$ cat config.mk
export PLATFORM = sky130hd
export DESIGN_NAME = preemptive_priority_play_queue
export DESIGN_NICKNAME = d
export VERILOG_FILES = /design/src/rtl/ppq_pkg.sv /design/src/rtl/preemptive_priority_play_queue.sv /design/src/rtl/ppq_queue.sv
export SDC_FILE = /design/constraint.sdc
export NUM_CORES = 2
export LEC_CHECK = 0
export BUFFER_PORTS_ARGS = -buffer_cell sky130_fd_sc_hd__buf_2
export CORE_MARGIN = 5
export CORE_UTILIZATION = 25
export CTS_BUF_LIST = sky130_fd_sc_hd__clkbuf_8
export DETAILED_ROUTE_END_ITERATION = 7
export PLACE_DENSITY = 0.5
export SYNTH_ARGS = -nofsm -noshare
export SYNTH_HDL_FRONTEND = slang
export SYNTH_HIERARCHICAL = 1
export SYNTH_SLANG_ARGS = --single-unit
$ cat constraint.sdc
create_clock -name clock -period 16.2 [get_ports clock]
set_input_delay 0.81 -clock clock [delete_from_list [all_inputs] [get_ports clock]]
set_output_delay 0.81 -clock clock [all_outputs]
set_load 0.01 [all_outputs]
$ cat src/rtl/ppq_pkg.sv
// shared types and constants of the priority play queue
package ppq_pkg;

   localparam int QUEUE_DEPTH_DEF = 16;
   localparam logic [15:0] FADE_RESET = 16'd100;

   localparam logic [1:0] MODE_REQUEST = 2'd0;
   localparam logic [1:0] MODE_FINISH  = 2'd1;
   localparam logic [1:0] MODE_STOP    = 2'd2;
   localparam logic [1:0] MODE_CLEAR   = 2'd3;

   localparam logic [1:0] POL_INTERRUPT = 2'd0;
   localparam logic [1:0] POL_QUEUE     = 2'd1;

   localparam logic [1:0] REJ_NONE = 2'd0;
   localparam logic [1:0] REJ_NULL = 2'd1;
   localparam logic [1:0] REJ_DROP = 2'd2;
   localparam logic [1:0] REJ_FULL = 2'd3;

   typedef struct packed {
      logic [15:0] snd;
      logic [15:0] sub;
      logic [15:0] dur;
      logic [7:0]  spk;
      logic [1:0]  pri;
   } clip_type;

   typedef struct packed {
      logic     ins;
      logic     pop;
      logic     clr;
      clip_type clip;
   } q_cmd_type;

   typedef struct packed {
      logic     done;
      clip_type head;
   } q_sts_type;

   typedef enum logic [1:0] {
      Q_IDLE,
      Q_INS_RD,
      Q_INS_CHK,
      Q_POP
   } q_state_type;

   typedef enum logic {
      T_IDLE,
      T_WAIT
   } top_state_type;

endpackage

$ cat src/rtl/preemptive_priority_play_queue.sv
// top level: play slot, event decode and result register
// One event is taken when start is high and busy is low; its result appears as a one-cycle
// rsp_valid strobe in the cycle after the event's last cycle and cannot be held off by the
// receiver. Requests that start or reject a clip, stop and clear events do not wait on the
// queue memory. A finished event with a non-empty queue makes one read of the queue memory
// for the head. A queue-behind insert into an empty queue writes the clip straight in; otherwise
// the insert walks back from the tail through the queue memory, moving each waiting entry of
// lower priority one slot towards the tail, one entry a cycle. busy is high while an event
// waits on the queue memory.
// The queue memory needs no clearing after reset.
module preemptive_priority_play_queue #(
   parameter int QUEUE_DEPTH = ppq_pkg::QUEUE_DEPTH_DEF
) (
   input  logic        clock,
   input  logic        reset,
   input  logic        start,
   output logic        busy,
   input  logic [1:0]  req_mode,
   input  logic [15:0] req_sound_id,
   input  logic [15:0] req_subtitle_id,
   input  logic [15:0] req_duration_ms,
   input  logic [7:0]  req_speaker_id,
   input  logic [1:0]  req_priority_level,
   input  logic [1:0]  req_policy,
   input  logic [15:0] req_fade_ms,
   output logic        rsp_valid,
   output logic        rsp_accepted,
   output logic [1:0]  rsp_reject_reason,
   output logic        rsp_play_start,
   output logic        rsp_stop_current,
   output logic [15:0] rsp_stop_fade_ms,
   output logic [15:0] rsp_play_sound_id,
   output logic [15:0] rsp_play_subtitle_id,
   output logic [15:0] rsp_play_duration_ms,
   output logic [7:0]  rsp_play_speaker_id,
   output logic        rsp_is_playing,
   output logic [4:0]  rsp_queue_count,
   input  logic        csr_we,
   input  logic [15:0] csr_wdata
);
   import ppq_pkg::*;

   localparam int CW = $clog2(QUEUE_DEPTH + 1);

   top_state_type state_ff, state_in;
   q_cmd_type     qcmd;
   q_sts_type     qsts;
   logic [CW-1:0] q_count;

   logic          playing_ff, playing_in;
   logic [7:0]    speaker_ff, speaker_in;
   logic [15:0]   fade_ff, fade_in;
   logic          pend_pop_ff, pend_pop_in;

   logic          r_valid, r_acc, r_start, r_stop;
   logic [1:0]    r_rej;
   logic [15:0]   r_fade, r_snd, r_sub, r_dur;
   logic [CW-1:0] r_count;
   logic [CW+4:0] r_count_ext;

   logic          valid_ff, acc_ff, start_ff, stop_ff, playing_o_ff;
   logic [1:0]    rej_ff;
   logic [15:0]   fade_o_ff, snd_ff, sub_ff, dur_ff;
   logic [7:0]    spk_o_ff;
   logic [4:0]    count_o_ff;

   ppq_queue #(
      .QUEUE_DEPTH(QUEUE_DEPTH)
   ) u_queue (
      .clock (clock),
      .reset (reset),
      .cmd   (qcmd),
      .sts   (qsts),
      .count (q_count)
   );

   assign busy    = (state_ff == T_WAIT);
   assign fade_in = csr_we ? csr_wdata : fade_ff;

   always_comb begin
      state_in = state_ff;
      unique case (state_ff)
         T_IDLE: if (qcmd.ins || qcmd.pop) state_in = T_WAIT;
         T_WAIT: if (qsts.done) state_in = T_IDLE;
         default: state_in = T_IDLE;
      endcase
   end

   always_comb begin
      qcmd        = '0;
      qcmd.clip   = {req_sound_id, req_subtitle_id, req_duration_ms, req_speaker_id,
                     req_priority_level};
      playing_in  = playing_ff;
      speaker_in  = speaker_ff;
      pend_pop_in = pend_pop_ff;
      r_valid     = 1'b0;
      r_acc       = 1'b0;
      r_rej       = REJ_NONE;
      r_start     = 1'b0;
      r_stop      = 1'b0;
      r_fade      = '0;
      r_snd       = '0;
      r_sub       = '0;
      r_dur       = '0;
      r_count     = q_count;
      unique case (state_ff)
         T_IDLE: begin
            if (start) begin
               unique case (req_mode)
                  MODE_REQUEST: begin
                     if (req_sound_id == '0) begin
                        r_valid = 1'b1;
                        r_rej   = REJ_NULL;
                     end else if (!playing_ff || req_policy == POL_INTERRUPT) begin
                        r_valid    = 1'b1;
                        r_acc      = 1'b1;
                        r_start    = 1'b1;
                        r_snd      = req_sound_id;
                        r_sub      = req_subtitle_id;
                        r_dur      = req_duration_ms;
                        playing_in = 1'b1;
                        speaker_in = req_speaker_id;
                        if (playing_ff) begin
                           r_stop = 1'b1;
                           r_fade = fade_ff;
                        end
                     end else if (req_policy == POL_QUEUE) begin
                        if (q_count >= CW'(QUEUE_DEPTH)) begin
                           r_valid = 1'b1;
                           r_rej   = REJ_FULL;
                        end else begin
                           qcmd.ins    = 1'b1;
                           pend_pop_in = 1'b0;
                        end
                     end else begin
                        // drop and the unused policy code
                        r_valid = 1'b1;
                        r_rej   = REJ_DROP;
                     end
                  end
                  MODE_FINISH: begin
                     playing_in = 1'b0;
                     if (q_count != '0) begin
                        qcmd.pop    = 1'b1;
                        pend_pop_in = 1'b1;
                     end else begin
                        r_valid = 1'b1;
                     end
                  end
                  MODE_STOP: begin
                     r_valid    = 1'b1;
                     playing_in = 1'b0;
                     if (playing_ff) begin
                        r_stop = 1'b1;
                        r_fade = req_fade_ms;
                     end
                  end
                  MODE_CLEAR: begin
                     r_valid  = 1'b1;
                     qcmd.clr = 1'b1;
                     r_count  = '0;
                  end
                  default: ;
               endcase
            end
         end
         T_WAIT: begin
            if (qsts.done) begin
               r_valid = 1'b1;
               if (pend_pop_ff) begin
                  r_start    = 1'b1;
                  r_snd      = qsts.head.snd;
                  r_sub      = qsts.head.sub;
                  r_dur      = qsts.head.dur;
                  playing_in = 1'b1;
                  speaker_in = qsts.head.spk;
               end else begin
                  r_acc = 1'b1;
               end
            end
         end
         default: ;
      endcase
   end

   assign r_count_ext = {5'b0, r_count};

   always_ff @(posedge clock) begin
      if (reset) begin
         state_ff   <= T_IDLE;
         playing_ff <= 1'b0;
         speaker_ff <= '0;
         fade_ff    <= FADE_RESET;
         valid_ff   <= 1'b0;
      end else begin
         state_ff   <= state_in;
         playing_ff <= playing_in;
         speaker_ff <= speaker_in;
         fade_ff    <= fade_in;
         valid_ff   <= r_valid;
      end
   end

   always_ff @(posedge clock) begin
      pend_pop_ff  <= pend_pop_in;
      acc_ff       <= r_acc;
      rej_ff       <= r_rej;
      start_ff     <= r_start;
      stop_ff      <= r_stop;
      fade_o_ff    <= r_fade;
      snd_ff       <= r_snd;
      sub_ff       <= r_sub;
      dur_ff       <= r_dur;
      spk_o_ff     <= speaker_in;
      playing_o_ff <= playing_in;
      count_o_ff   <= r_count_ext[4:0];
   end

   assign rsp_valid            = valid_ff;
   assign rsp_accepted         = acc_ff;
   assign rsp_reject_reason    = rej_ff;
   assign rsp_play_start       = start_ff;
   assign rsp_stop_current     = stop_ff;
   assign rsp_stop_fade_ms     = fade_o_ff;
   assign rsp_play_sound_id    = snd_ff;
   assign rsp_play_subtitle_id = sub_ff;
   assign rsp_play_duration_ms = dur_ff;
   assign rsp_play_speaker_id  = spk_o_ff;
   assign rsp_is_playing       = playing_o_ff;
   assign rsp_queue_count      = count_o_ff;

   a_start_plays: assert property (@(posedge clock) disable iff (reset)
      rsp_valid && rsp_play_start |-> rsp_is_playing)
      else $error("clip start reported with idle slot");

   a_accept_no_reason: assert property (@(posedge clock) disable iff (reset)
      rsp_valid && rsp_accepted |-> rsp_reject_reason == REJ_NONE)
      else $error("accepted beat carries a reject reason");

   a_count_bound: assert property (@(posedge clock) disable iff (reset)
      q_count <= CW'(QUEUE_DEPTH))
      else $error("queue count beyond depth");

   a_wait_ends: assert property (@(posedge clock) disable iff (reset)
      state_ff == T_WAIT && qsts.done |=> rsp_valid && !busy)
      else $error("queue completion without result beat");

endmodule

$ cat src/rtl/ppq_queue.sv
// sorted pending queue: circular buffer in one memory, insert by backward shift
module ppq_queue #(
   parameter int QUEUE_DEPTH = ppq_pkg::QUEUE_DEPTH_DEF
) (
   input  logic                               clock,
   input  logic                               reset,
   input  ppq_pkg::q_cmd_type                 cmd,
   output ppq_pkg::q_sts_type                 sts,
   output logic [$clog2(QUEUE_DEPTH+1)-1:0]   count
);
   import ppq_pkg::*;

   localparam int AW = $clog2(QUEUE_DEPTH);
   localparam int CW = $clog2(QUEUE_DEPTH + 1);
   localparam logic [AW:0] DEPTH_W = (AW + 1)'(QUEUE_DEPTH);

   clip_type    mem [QUEUE_DEPTH];
   clip_type    rd_data_ff;
   clip_type    clip_ff, clip_in;
   q_state_type state_ff, state_in;
   logic [AW-1:0] head_ff, head_in;
   logic [AW-1:0] idx_ff, idx_in;
   logic [CW-1:0] count_ff, count_in;
   logic          rd_en, wr_en;
   logic [AW-1:0] rd_addr, wr_addr;
   clip_type      wr_data;
   logic          shift;
   logic [AW-1:0] idx_dec;

   // logical slot to physical address, head plus offset modulo depth
   function automatic logic [AW-1:0] phys(input logic [AW-1:0] hd, input logic [AW-1:0] lg);
      logic [AW:0] s;
      s = {1'b0, hd} + {1'b0, lg};
      if (s >= DEPTH_W) s = s - DEPTH_W;
      return s[AW-1:0];
   endfunction

   assign shift   = (rd_data_ff.pri < clip_ff.pri);
   assign idx_dec = idx_ff - AW'(1);

   always_comb begin
      state_in = state_ff;
      unique case (state_ff)
         Q_IDLE: begin
            if (cmd.clr) state_in = Q_IDLE;
            else if (cmd.ins) state_in = Q_INS_RD;
            else if (cmd.pop) state_in = Q_POP;
         end
         Q_INS_RD: begin
            if (idx_ff == '0) state_in = Q_IDLE;
            else state_in = Q_INS_CHK;
         end
         Q_INS_CHK: begin
            if (!shift) state_in = Q_IDLE;
            else if (idx_dec == '0) state_in = Q_INS_RD;
         end
         Q_POP: state_in = Q_IDLE;
         default: state_in = Q_IDLE;
      endcase
   end

   always_comb begin
      head_in  = head_ff;
      idx_in   = idx_ff;
      count_in = count_ff;
      clip_in  = clip_ff;
      rd_en    = 1'b0;
      rd_addr  = phys(head_ff, idx_dec);
      wr_en    = 1'b0;
      wr_addr  = phys(head_ff, idx_ff);
      wr_data  = clip_ff;
      sts.done = 1'b0;
      sts.head = rd_data_ff;
      unique case (state_ff)
         Q_IDLE: begin
            if (cmd.clr) begin
               count_in = '0;
            end else if (cmd.ins) begin
               count_in = count_ff + CW'(1);
               idx_in   = count_ff[AW-1:0];
               clip_in  = cmd.clip;
            end else if (cmd.pop) begin
               rd_en    = 1'b1;
               rd_addr  = head_ff;
               head_in  = phys(head_ff, AW'(1));
               count_in = count_ff - CW'(1);
            end
         end
         Q_INS_RD: begin
            if (idx_ff == '0) begin
               wr_en    = 1'b1;
               sts.done = 1'b1;
            end else begin
               rd_en = 1'b1;
            end
         end
         Q_INS_CHK: begin
            wr_en = 1'b1;
            if (shift) begin
               // lower priority entry moves one slot towards the tail
               wr_data = rd_data_ff;
               idx_in  = idx_dec;
               if (idx_dec != '0) begin
                  rd_en   = 1'b1;
                  rd_addr = phys(head_ff, idx_dec - AW'(1));
               end
            end else begin
               sts.done = 1'b1;
            end
         end
         Q_POP: sts.done = 1'b1;
         default: ;
      endcase
   end

   always_ff @(posedge clock) begin
      if (wr_en) mem[wr_addr] <= wr_data;
   end

   always_ff @(posedge clock) begin
      if (rd_en) rd_data_ff <= mem[rd_addr];
   end

   always_ff @(posedge clock) begin
      if (reset) begin
         state_ff <= Q_IDLE;
         head_ff  <= '0;
         count_ff <= '0;
      end else begin
         state_ff <= state_in;
         head_ff  <= head_in;
         count_ff <= count_in;
      end
   end

   always_ff @(posedge clock) begin
      idx_ff  <= idx_in;
      clip_ff <= clip_in;
   end

   assign count = count_ff;

endmodule
==> flow_summary.ini <==
[status]
outcome = completed

[place]
gp_congestion = 0.7472
hpwl_mm = 68.54
pre_cts_ws_ns = 9.358
placedCellCount = 5571
portBuffers = 182

[global_routing]
first_global_vias = 29014
grt_max_degree = 178
grt_util_met2_pct = 23.72
grt_use_total_pct = 13.77
grt_busiest_layer = met2
grtUsageMet3_pct = 2.271
grt_pass1_wl_mm = 204.0
antenna_found_initial = 2
grtUsageMet1_pct = 17.54
grt_overflow = 0

[synth]
syn-cell-area_um2 = 47010
yosysTopAreaCellShare_pct = 67.01
yosysSeqAreaShare_pct = 72.16
synth_top_area_cell = edfxtp_1
syn_nets = 3204
yosysMostFrequentCell = edfxtp_1
syn_inst = 3081
synthArstFlopShare_pct = 0
ys_ff_latch = 1170
synth.distinct_cells = 67
avgSynthCellArea_um2 = 15.26
yosysWarningCount = 6
synth_area_leaders = edfxtp_1 67%, dfxtp_1 5.2%, mux2_2 4.2%, o31a_1 2.2%, nand2_1 2.1%
synth_commonest_cells = 1049 x edfxtp_1, 264 x nand2_1, 198 x clkbuf_1
synth_ff_type = edfxtp_1
synth-edff-count = 1049

[cells_and_area]
regArea_um2 = 33920
multi_input_area_um2 = 11860
fin_util_pct = 28.93
areaGrowthSynthToFinish_pct = 15.31
drive_gt1_share_pct = 20.06
n_fill_cell = 18932
fin_nets = 3390
instances_no_fill = 5917

[power]
peakVddDrop_v = 0.0001064
power.leakage_nw = 18.75
pwr-share-seq_pct = 47.6
p_comb_share_pct = 21.5
power_switching_w = 0.002402
p_clk_share_pct = 30.9
finalPower_w = 0.007560
internal-power_w = 0.005158
p_sw_share_pct = 31.77
pwr_density_cell_nw_per_um2 = 139.5

[setup_path]
slowest_stage = buf_4
critPathMaxStageDelay_ns = 0.79
worstPathArrival_ns = 6.60
critPathBufInv = 4
rrSetupSlack_ns = 10.49
crit_required_ns = 16.82
critPathTopFamily = simple AND/OR/NAND/NOR gates
start_kind = input port
ff2ff_path_depth = 12
r2r-end = u_queue/sts[20]
cp_common_cell = buf_4
r2r-start = u_queue/count[0]
end_kind = register
crit_chain = buf_2, nor4_1, nand4_1, buf_4, and3_1, and4bb_1, nor2b_1, nand2b_1, and4_4, buf_4, buf_4, o211ai_1, o211a_1, or4_1
path_class = in2reg
crit_fanout = 81

[min_path]
holdPathStages = 1
min-delay-start = req_priority_level[0]
min_to = u_queue/clip_ff[0]
hp-class = in2reg

[clock_tree]
root_buffer = clkbuf_8
ctsHtreeMaxLevel = 4
cts_buffers = 186
clk_latency_ns = 0.90
cts_sinks = 1170
clk_pin_slew_ns = 0.06
clock_path_buffers = 3
cts_tree = yes

[route]
drt_pre_antenna_iters = 5
vias = 28534
wl_mm = 140.5
wl_per_cell_um = 23.74
vias_per_cell = 4.822
antenna_left = 0
drtIter0Drc = 2155
drc_errors = 0

[sta]
setup_viol = 0
fin_ws_ns = 10.22
max_freq_mhz = 167.1
worst_pin_slew_ns = 1.201
final.min_clock_period_ns = 5.984
setup_tns_ns = 0
rsz0062_at_grt = false
slew_headroom_pct = 19.93
fin_worst_skew_ns = 0.04498
slew_violations = 0
post-route-period-util_pct = 36.94
final-hold-violation-count = 0

[floorplan]
dieHeight_um = 443.6
ios = 183
die-area_um2 = 196800
die_width_um = 443.6
rows = 159
start_util_pct = 25.09
coreArea_um2 = 187400

[flow_run]
cap_violations = 0
[kinds of logic (layout without fill, tap and decap cells)]
logic type / count (synthesis) / in the layout / share of synthesized area (%)
compound gates: 715 / 715 / 12.76
xor+xnor: 20 / 20 / 0.4019
fa+ha+maj: 25 / 25 / 0.7293
buf+inv: 375 / 714 / 3.191
flops: 1170 / 1170 / 72.16
mux: 190 / 190 / 4.509
other cells: 0 / 2 / 0
simple gates: 586 / 586 / 6.244
[repair_timing]
action                    in CTS  in global routing
hold buffers                   3                  0
hold endpoints to repair       3                  0
buffers inserted               0                  0
gates resized for setup        0                  0
[layer usage]
metal,wire length [um],vias up
met5,0,-
met4,4041,0
met3,6547,239
met2,69370,846
met1,60520,14757
li1,-,12692
[cell type report]
cell class                      count  area share, %
Antenna cell                        2       0.009232
Clock buffer                      198          5.027
Clock inverter                    143          1.209
Inverter                          128         0.8886
Multi-Input combinational cell   1536          21.87
Sequential cell                  1170          62.58
Tap cell                         2495          5.759
Timing Repair Buffer              245          2.659
[state kept, by name, indices dropped and copies added, names as in the netlist, 5 cells and up]
signal / flops
u_queue/clip_ff: 58
u_queue/mem: 928
fade_ff: 16
rsp_play_duration_ms: 16
rsp_play_sound_id: 16
u_queue/count: 5
rsp_play_speaker_id: 8
u_queue/sts: 58
rsp_play_subtitle_id: 16
speaker_ff: 8
rsp_queue_count: 5
rsp_stop_fade_ms: 16
[how the worst max path moves through the flow]
stage | endpoint | slack (ns) | start | cells after the start
2_1_floorplan | u_queue/sts[0] | 10.72 | req_sound_id[3] | 8
3_3_place_gp | u_queue/sts[27] | 9.53 | req_sound_id[3] | 14
3_5_place_dp | u_queue/sts[20] | 9.36 | req_sound_id[3] | 14
4_1_cts | u_queue/sts[20] | 10.35 | req_sound_id[3] | 14
5_1_grt | u_queue/sts[20] | 9.97 | req_sound_id[3] | 14
6_report | u_queue/sts[20] | 10.22 | req_sound_id[3] | 14
[layout by cell type (no fill, tap or decap), types with 56 or more instances in the layout]
| master | n |
|---|---|
| nand4_1 | 110 |
| nand2_1 | 264 |
| or4_1 | 59 |
| buf_2 | 182 |
| a211oi_1 | 118 |
| clkbuf_8 | 198 |
| dfxtp_1 | 121 |
| o211ai_1 | 108 |
| a311oi_1 | 96 |
| o211a_1 | 96 |
| inv_1 | 197 |
| a22o_1 | 64 |
| edfxtp_1 | 1049 |
| mux2_2 | 174 |
| o31a_1 | 116 |
| buf_4 | 56 |
[power by group through the flow]
stage	sequential, W	clock [W]	combinational (W)
after floorplan	0.00361	0	0.00107
after global placement	0.00367	0	0.00162
after detailed placement	0.00367	0	0.00163
after CTS	0.00361	0.00241	0.00163
after global routing	0.00361	0.00254	0.00174
final	0.00360	0.00234	0.00162
[through the flow]
stage / hold slack (ns) / cell area (um^2)
after CTS: 0.0005753 / 54200
final: 0.1080 / 54210
after floorplan: 0.4417 / 47010
after detailed placement: 0.4555 / 50790
after global placement: 0.4478 / 50790
after global routing: 0.02496 / 54210
Power figures use the tool's default switching activity.
